--- config.mk ---
export PLATFORM = sky130hd
export DESIGN_NAME = structured_hex_mesh_index_generator_unit
export DESIGN_NICKNAME = d
export VERILOG_FILES = /design/src/shmig_pkg.sv /design/src/structured_hex_mesh_index_generator_unit.sv
export SDC_FILE = /design/constraint.sdc
export NUM_CORES = 1
export LEC_CHECK = 0
export ABC_AREA = 0
export BUFFER_PORTS_ARGS = -buffer_cell sky130_fd_sc_hd__buf_2
export CAP_MARGIN = 15
export CORE_MARGIN = 4
export CORE_UTILIZATION = 65
export CTS_CLUSTER_DIAMETER = 50
export CTS_CLUSTER_SIZE = 16
export DETAILED_ROUTE_END_ITERATION = 10
export PLACE_DENSITY_LB_ADDON = 0.08
export SLEW_MARGIN = 20
export SYNTH_ARGS = -nofsm -noshare
export SYNTH_HDL_FRONTEND = slang
export SYNTH_SLANG_ARGS = --single-unit
--- constraint.sdc ---
create_clock -name clk -period 14.6 [get_ports clk]
set_input_delay 1.46 -clock clk [delete_from_list [all_inputs] [get_ports clk]]
set_output_delay 1.46 -clock clk [all_outputs]
set_load 0.005 [all_outputs]
--- src/shmig_pkg.sv ---
// Shared constants, face codes and helpers for the hex mesh index generator.
`timescale 1ns / 1ps
package shmig_pkg;

	localparam int CNT_W     = 7;   // cell count and position width
	localparam int IDX_W     = 19;  // vertex index width
	localparam int GXY_W     = 13;  // (nx+1)*(ny+1), up to 65*65
	localparam int FACE_W    = 3;
	localparam int CFG_IDX_W = 2;
	localparam int MAX_CELLS = 64;

	localparam logic [FACE_W-1:0] FACE_Z0   = 3'd0;
	localparam logic [FACE_W-1:0] FACE_ZMAX = 3'd1;
	localparam logic [FACE_W-1:0] FACE_X0   = 3'd2;
	localparam logic [FACE_W-1:0] FACE_XMAX = 3'd3;
	localparam logic [FACE_W-1:0] FACE_Y0   = 3'd4;
	localparam logic [FACE_W-1:0] FACE_YMAX = 3'd5;

	localparam logic [CFG_IDX_W-1:0] REG_CELLS_X = 2'd0;
	localparam logic [CFG_IDX_W-1:0] REG_CELLS_Y = 2'd1;
	localparam logic [CFG_IDX_W-1:0] REG_CELLS_Z = 2'd2;

	// Zero counts as one cell, anything above the limit is clamped.
	function automatic logic [CNT_W-1:0] eff_cells(input logic [CNT_W-1:0] v);
		logic [CNT_W-1:0] r;
		if (v == '0) begin
			r = CNT_W'(1);
		end else if (v > CNT_W'(MAX_CELLS)) begin
			r = CNT_W'(MAX_CELLS);
		end else begin
			r = v;
		end
		return r;
	endfunction

endpackage

--- src/structured_hex_mesh_index_generator_unit.sv ---
// Structured hexahedral brick index generator, top level.
`timescale 1ns / 1ps
// Each request returns one item: first every hexahedron of the brick (x fastest, then y, then z)
// with its eight vertex indices, then the boundary quads face by face (z0, zmax, x0, xmax, y0,
// ymax) with four indices each; the final quad carries last_item. restart=1 returns the first
// hexahedron. A request is taken every cycle while the pipeline is not stalled; the walk counters step at
// the request stage, the next stage forms the y and z products, and the last stage adds the corner
// offsets into the result register. Cell counts must be written through the configuration channel
// only while no request is in flight (the block does not enforce this) and apply from the next
// request; the walk position is kept, and a position outside the new brick starts the walk again.
module structured_hex_mesh_index_generator_unit (
	input  logic                               clk,
	input  logic                               arst_n,
	input  logic                               cfg_valid,
	output logic                               cfg_ready,
	input  logic [shmig_pkg::CFG_IDX_W-1:0]    cfg_index,
	input  logic [shmig_pkg::CNT_W-1:0]        cfg_data,
	input  logic                               req_valid,
	output logic                               req_ready,
	input  logic                               restart,
	output logic                               res_valid,
	input  logic                               res_ready,
	output logic                               item_is_quad,
	output logic [shmig_pkg::FACE_W-1:0]       face_number,
	output logic [shmig_pkg::IDX_W-1:0]        corner_0,
	output logic [shmig_pkg::IDX_W-1:0]        corner_1,
	output logic [shmig_pkg::IDX_W-1:0]        corner_2,
	output logic [shmig_pkg::IDX_W-1:0]        corner_3,
	output logic [shmig_pkg::IDX_W-1:0]        corner_4,
	output logic [shmig_pkg::IDX_W-1:0]        corner_5,
	output logic [shmig_pkg::IDX_W-1:0]        corner_6,
	output logic [shmig_pkg::IDX_W-1:0]        corner_7,
	output logic                               last_item
);
	import shmig_pkg::*;

	// configuration
	logic [CNT_W-1:0] cells_x_q, cells_y_q, cells_z_q;
	logic [GXY_W-1:0] gxy_q;
	logic [CNT_W-1:0] new_x, new_y, new_z, gxn, gyn;
	logic [2*CNT_W-1:0] gxy_prod;
	logic cfg_acc;

	// walk state
	logic [CNT_W-1:0] pos_a_q, pos_b_q, pos_c_q;
	logic             quad_q;
	logic [FACE_W-1:0] face_q;

	logic [CNT_W-1:0] nx, ny, nz, gx;
	logic stale, go;
	logic [CNT_W-1:0] ca, cb, cc, inc_a, inc_b, inc_c;
	logic a_end, b_end, c_end;
	logic cquad;
	logic [FACE_W-1:0] cface;
	logic [CNT_W-1:0] na, nb, nc;
	logic nquad;
	logic [FACE_W-1:0] nface;
	logic [CNT_W-1:0] x_sel, y_sel, z_sel;
	logic last_d, face_done;

	// pipeline
	logic req_acc, en1, en2, en3;
	logic valid_s1, valid_s2;
	logic [CNT_W-1:0] x_s1, y_s1, z_s1, x_s2;
	logic quad_s1, quad_s2, last_s1, last_s2;
	logic [FACE_W-1:0] face_s1, face_s2;
	logic [GXY_W-1:0] yg_s2, u_s2, v_s2, u_d, v_d;
	logic [IDX_W-1:0] zg_s2;
	logic [2*CNT_W-1:0] yg_full;
	logic [CNT_W+GXY_W-1:0] zg_full;

	// result
	logic res_valid_q, quad_q_out, last_q_out;
	logic [FACE_W-1:0] face_q_out;
	logic [IDX_W-1:0] corner_q [8];
	logic [IDX_W-1:0] base, c1, c2, c3, up;

	assign cfg_ready = 1'b1;
	assign cfg_acc   = cfg_valid & cfg_ready;

	assign new_x    = (cfg_index == REG_CELLS_X) ? cfg_data : cells_x_q;
	assign new_y    = (cfg_index == REG_CELLS_Y) ? cfg_data : cells_y_q;
	assign new_z    = (cfg_index == REG_CELLS_Z) ? cfg_data : cells_z_q;
	assign gxn      = eff_cells(new_x) + CNT_W'(1);
	assign gyn      = eff_cells(new_y) + CNT_W'(1);
	assign gxy_prod = (2*CNT_W)'(gxn) * (2*CNT_W)'(gyn);

	always_ff @(posedge clk or negedge arst_n) begin
		if (!arst_n) begin
			cells_x_q <= CNT_W'(1);
			cells_y_q <= CNT_W'(1);
			cells_z_q <= CNT_W'(1);
			gxy_q     <= GXY_W'(4);
		end else if (cfg_acc) begin
			// an index beyond the list leaves all counts as they are
			cells_x_q <= new_x;
			cells_y_q <= new_y;
			cells_z_q <= new_z;
			gxy_q     <= gxy_prod[GXY_W-1:0];
		end
	end

	assign nx = eff_cells(cells_x_q);
	assign ny = eff_cells(cells_y_q);
	assign nz = eff_cells(cells_z_q);
	assign gx = nx + CNT_W'(1);

	// stale position (counts changed mid-walk) behaves as a restart
	assign stale = (pos_a_q >= nx) || (pos_b_q >= ny) || (pos_c_q >= nz) ||
	               (quad_q && (face_q > FACE_YMAX));
	assign go    = restart || stale;
	assign ca    = go ? '0 : pos_a_q;
	assign cb    = go ? '0 : pos_b_q;
	assign cc    = go ? '0 : pos_c_q;
	assign cquad = go ? 1'b0 : quad_q;
	assign cface = go ? FACE_Z0 : face_q;
	assign inc_a = ca + CNT_W'(1);
	assign inc_b = cb + CNT_W'(1);
	assign inc_c = cc + CNT_W'(1);
	assign a_end = (inc_a == nx);
	assign b_end = (inc_b == ny);
	assign c_end = (inc_c == nz);

	always_comb begin
		na        = ca;
		nb        = cb;
		nc        = cc;
		nquad     = cquad;
		nface     = cface;
		x_sel     = ca;
		y_sel     = cb;
		z_sel     = cc;
		last_d    = 1'b0;
		face_done = 1'b0;
		if (!cquad) begin
			if (a_end) begin
				na = '0;
				if (b_end) begin
					nb = '0;
					if (c_end) begin
						nc    = '0;
						nquad = 1'b1;
						nface = FACE_Z0;
					end else begin
						nc = inc_c;
					end
				end else begin
					nb = inc_b;
				end
			end else begin
				na = inc_a;
			end
		end else begin
			case (cface)
				FACE_Z0, FACE_ZMAX: begin
					z_sel = (cface == FACE_Z0) ? '0 : nz;
					if (a_end) begin
						na = '0;
						if (b_end) begin
							nb        = '0;
							face_done = 1'b1;
						end else begin
							nb = inc_b;
						end
					end else begin
						na = inc_a;
					end
				end
				FACE_X0, FACE_XMAX: begin
					x_sel = (cface == FACE_X0) ? '0 : nx;
					if (b_end) begin
						nb = '0;
						if (c_end) begin
							nc        = '0;
							face_done = 1'b1;
						end else begin
							nc = inc_c;
						end
					end else begin
						nb = inc_b;
					end
				end
				default: begin
					y_sel  = (cface == FACE_Y0) ? '0 : ny;
					last_d = (cface == FACE_YMAX) && c_end && a_end;
					if (c_end) begin
						nc = '0;
						if (a_end) begin
							na        = '0;
							face_done = 1'b1;
						end else begin
							na = inc_a;
						end
					end else begin
						nc = inc_c;
					end
				end
			endcase
			if (face_done) begin
				if (cface == FACE_YMAX) begin
					// wrap to the first hexahedron
					na    = '0;
					nb    = '0;
					nc    = '0;
					nquad = 1'b0;
					nface = FACE_Z0;
				end else begin
					nface = cface + FACE_W'(1);
				end
			end
		end
	end

	// per-stage flow control: a stage moves when empty or when the next one moves
	assign en3       = !res_valid_q || res_ready;
	assign en2       = !valid_s2 || en3;
	assign en1       = !valid_s1 || en2;
	assign req_ready = en1;
	assign req_acc   = req_valid & req_ready;

	always_ff @(posedge clk or negedge arst_n) begin
		if (!arst_n) begin
			pos_a_q <= '0;
			pos_b_q <= '0;
			pos_c_q <= '0;
			quad_q  <= 1'b0;
			face_q  <= FACE_Z0;
		end else if (req_acc) begin
			pos_a_q <= na;
			pos_b_q <= nb;
			pos_c_q <= nc;
			quad_q  <= nquad;
			face_q  <= nface;
		end
	end

	always_ff @(posedge clk or negedge arst_n) begin
		if (!arst_n) begin
			valid_s1    <= 1'b0;
			valid_s2    <= 1'b0;
			res_valid_q <= 1'b0;
		end else begin
			if (en1) valid_s1 <= req_acc;
			if (en2) valid_s2 <= valid_s1;
			if (en3) res_valid_q <= valid_s2;
		end
	end

	always_ff @(posedge clk) begin
		if (req_acc) begin
			x_s1    <= x_sel;
			y_s1    <= y_sel;
			z_s1    <= z_sel;
			quad_s1 <= cquad;
			face_s1 <= cquad ? cface : FACE_Z0;
			last_s1 <= last_d;
		end
	end

	// corner steps: corners run base, base+u, base+u+v, base+v
	always_comb begin
		u_d = GXY_W'(1);
		v_d = GXY_W'(gx);
		if (quad_s1) begin
			case (face_s1)
				FACE_Z0: begin
					u_d = GXY_W'(gx);
					v_d = GXY_W'(1);
				end
				FACE_ZMAX: begin
					u_d = GXY_W'(1);
					v_d = GXY_W'(gx);
				end
				FACE_X0: begin
					u_d = gxy_q;
					v_d = GXY_W'(gx);
				end
				FACE_XMAX: begin
					u_d = GXY_W'(gx);
					v_d = gxy_q;
				end
				FACE_Y0: begin
					u_d = GXY_W'(1);
					v_d = gxy_q;
				end
				default: begin
					u_d = gxy_q;
					v_d = GXY_W'(1);
				end
			endcase
		end
	end

	assign yg_full = (2*CNT_W)'(y_s1) * (2*CNT_W)'(gx);
	assign zg_full = (CNT_W+GXY_W)'(z_s1) * (CNT_W+GXY_W)'(gxy_q);

	always_ff @(posedge clk) begin
		if (valid_s1 && en2) begin
			x_s2    <= x_s1;
			yg_s2   <= yg_full[GXY_W-1:0];
			zg_s2   <= zg_full[IDX_W-1:0];
			u_s2    <= u_d;
			v_s2    <= v_d;
			quad_s2 <= quad_s1;
			face_s2 <= face_s1;
			last_s2 <= last_s1;
		end
	end

	assign base = IDX_W'(x_s2) + IDX_W'(yg_s2) + zg_s2;
	assign c1   = base + IDX_W'(u_s2);
	assign c3   = base + IDX_W'(v_s2);
	assign c2   = c1 + IDX_W'(v_s2);
	assign up   = IDX_W'(gxy_q);

	always_ff @(posedge clk) begin
		if (valid_s2 && en3) begin
			corner_q[0] <= base;
			corner_q[1] <= c1;
			corner_q[2] <= c2;
			corner_q[3] <= c3;
			corner_q[4] <= quad_s2 ? '0 : base + up;
			corner_q[5] <= quad_s2 ? '0 : c1 + up;
			corner_q[6] <= quad_s2 ? '0 : c2 + up;
			corner_q[7] <= quad_s2 ? '0 : c3 + up;
			quad_q_out  <= quad_s2;
			face_q_out  <= face_s2;
			last_q_out  <= last_s2;
		end
	end

	assign res_valid    = res_valid_q;
	assign item_is_quad = quad_q_out;
	assign face_number  = face_q_out;
	assign last_item    = last_q_out;
	assign corner_0     = corner_q[0];
	assign corner_1     = corner_q[1];
	assign corner_2     = corner_q[2];
	assign corner_3     = corner_q[3];
	assign corner_4     = corner_q[4];
	assign corner_5     = corner_q[5];
	assign corner_6     = corner_q[6];
	assign corner_7     = corner_q[7];

endmodule

==> results.md <==
- Outcome: finished, final reports clean
- Arr. time, crit path: 8.43 ns
- Minimum clock period: 8.010 ns
- Flops & latches, synth: 315
- Row count: 72
- Initial antenna violation count: 0
- Level count of the clock H-tree: 2
- Sequential cell area: 9154 um2
- # DRC: 0
- Clock Sinks: 315
- GRT overflow: 0
- Slew HR: 24.63%
- Hold Vio Cnt, Final: 0
- Die area: 42,280 um2
- Post-synth ARST share: 19.68%
- Pin count of the biggest net entering global routing: 87
- Mapped Cells: 2,556
- Post-synth EDFFs: 253
- I/O Buffers: 173
- Fmax achieved: 124.8 MHz
- Hpwl dp: 48,360 um
- Slowest cell on the critical path: nor2_1
- Vias: 19,840
- Worst-path maximum fanout: 11
- TritonCTS Buffers: 38
- Yosys cell types: 109
- Layout cell share with drive strength beyond 1: 12.14%
- Part of the Yosys area used for sequential elements: 36.06%
- Routed Wire Length: 63,150 um
- Hold_buf cts: 0
- Fillcell total: 2,844
- Routed vias/inst: 6.147
- TritonRoute pass-1 iters: 8
- Startpoint types: primary input
- Setup crit end kind: register
- CTS Buffer Depth: 3
- Total Neg Setup Slack: 0 ns
- Starting Density: 65.69%
- Initial DRC count: 1,526
- Drt wl/cell: 19.56 um
- Kind of critical path: in2reg
- First-pass GRT wire length: 102,300 um
- Global placement routability congestion: 0.9180
- Synth Cell Area: 25,390 um2
- Synth Area in XOR/XNOR: 7.053%
- Area share of fa/ha/maj cells after synthesis: 20.57%
- Fraction of synthesized area in multiplexers: 1.557%
- Final ANT Viol Nets: 0
- Synth Area in Compound Gates: 13.74%
- Worst-path clk slew: 0.06 ns
- Fin nets: 3,049
- Synth Net Count: 2,920
- Syn. warnings: 0
- Slowest cell delay on critical path: 0.77 ns
- CTS tree: done
- Root Buffer: clkbuf_16
- Avg Cell Area, Syn: 9.932 um2
- Simple-gate share of the synthesized area: 16.06%
- Height of the die: 205.6 um
- I/O pins: 175
- Count of pins over their slew limit: 0
- Worst Tran Pin Value: 1.115 ns
- Setup Skew: 0.03013 ns
- Resized Gates After CTS: 0
- # Post-CTS Setup Buffers: 0
- Top_reg_cell synth: edfxtp_1
- Max Cap Viol: 0
- Required time of the critical path: 15.02 ns
- RSZ-0062 raised after global routing: no
- Area of the multi-input gates: 14,980 um2
- Commonest non-fill, non-tap cell in the layout: edfxtp_1
- Largest family of logic cells by synthesized area: adder cells
- Antenna fix cells: 0
- Die Wd: 205.6 um
- Finish-stage setup viols: 0
- Most frequent cells in the layout: edfxtp_1, nand2_1, ha_1
- Total track usage: 29.99%
- Fin crit share: 54.86%
- Clock latency on the worst-skew pair: 0.56 ns
- Core area: 38,650 um2
- Layout Area Growth over Synthesis: 9.556%
- HP Class: reg2reg
- Vias in the first global route: 19,870
## logic make-up after synthesis
kind of cell,count (synthesis)
buffers and inverters,321
adders and majority gates,349
other,1
muxes,37
DFF,315
xor gates and xnor gates,195
AOI/OAI and AO/OA,500
and+or+nand+nor,838
## worst max-delay path, delay by kind of cell
kind	cells	cell delay [ns]
muxes	2	0.79
and+or+nand+nor	4	1.27
buffers and inverters	5	0.32
xor gates and xnor gates	2	0.62
adders and majority gates	6	2.57
AOI/OAI and AO/OA	7	1.41
## flip-flops by register name, summed over array words and instances (netlist names), 13 cells and up
signal	count
corner_q	152
gxy_q	13
u_s2	13
v_s2	13
yg_s2	13
zg_s2	19
## final timing paths
path | endpoint | slack, ns | startpoint | cells after the start
max reg2reg | corner_q[1][54] | 7.25 | x_s2[2] | 24
min reg2reg | face_number[0] | 0.42 | face_s2[0] | 0
max | gxy_q[12] | 6.59 | cfg_index[1] | 26
min | face_number[0] | 0.42 | face_s2[0] | 0
min in group asynchronous | pos_b_q[2] | 1.09 | arst_n | 2
max in group asynchronous | gxy_q[10] | 12.91 | arst_n | 2
## per-layer routing
layer | vias up | track usage (%) | wire length (um)
li1 | 9277 | - | -
met1 | 9733 | 38.17 | 25670
met2 | 712 | 53.37 | 31910
met3 | 120 | 4.177 | 3825
met4 | 0 | 8.995 | 1740
met5 | - | 0 | 0
## layout make-up
class | instances | area share [%]
tap | 518 | 2.330
multi-input combinational | 1920 | 53.86
sequential | 315 | 32.91
timing repair buffer | 187 | 3.491
clock inverter | 22 | 0.8187
inverter | 223 | 3.028
clock buffer | 43 | 3.563
## Yosys cell counts (6+ instances only)
master | number | area [um2]
a2111oi_0 | 6 | 52.55
a211o_1 | 9 | 78.83
a211oi_1 | 14 | 105.1
a21o_1 | 31 | 232.7
a21oi_1 | 135 | 675.7
a221o_1 | 6 | 60.06
a222oi_1 | 8 | 80.08
a22oi_1 | 24 | 180.2
a31oi_1 | 10 | 62.56
a32oi_1 | 7 | 61.31
and2_1 | 87 | 544.3
and3_1 | 24 | 150.1
buf_2 | 11 | 55.05
clkbuf_1 | 78 | 292.8
dfrtp_1 | 58 | 1451
edfxtp_1 | 253 | 7597
fa_1 | 114 | 2282
ha_1 | 235 | 2940
inv_1 | 218 | 818.3
mux2_2 | 20 | 225.2
mux2i_1 | 17 | 170.2
nand2_1 | 240 | 900.9
nand2b_1 | 23 | 143.9
nand3_1 | 73 | 365.4
nand4_1 | 11 | 68.82
nor2_1 | 212 | 795.8
nor2b_1 | 41 | 256.5
nor3_1 | 54 | 270.3
o211ai_1 | 14 | 105.1
o21a_1 | 17 | 127.6
o21ai_0 | 65 | 325.3
o21ai_1 | 6 | 30.03
o21bai_1 | 32 | 240.2
o221ai_1 | 8 | 70.07
o22ai_1 | 18 | 112.6
o31ai_1 | 16 | 120.1
or2_2 | 7 | 43.79
or3_1 | 20 | 125.1
xnor2_1 | 146 | 1279
xor2_1 | 41 | 359.1
## metrics by stage
step | hold WS, ns | instance area (um2) | cells | worst slack, ns | utilization (%)
after floorplan | 0.4003 | 25390 | 2556 | 7.171 | -
after global placement | 0.4033 | 26590 | 3163 | 6.304 | 68.81
after detailed placement | 0.4089 | 26590 | 3163 | 6.121 | 68.81
after CTS | 0.4222 | 27810 | 3228 | 6.615 | 71.97
after global routing | 0.4330 | 27810 | 3228 | 5.968 | 71.97
final | 0.4227 | 27810 | 3228 | 6.590 | 71.97
Power is left out: the tool's default activity adds up to more than one toggle a clock period on the data nets, which glitch-free logic cannot reach.
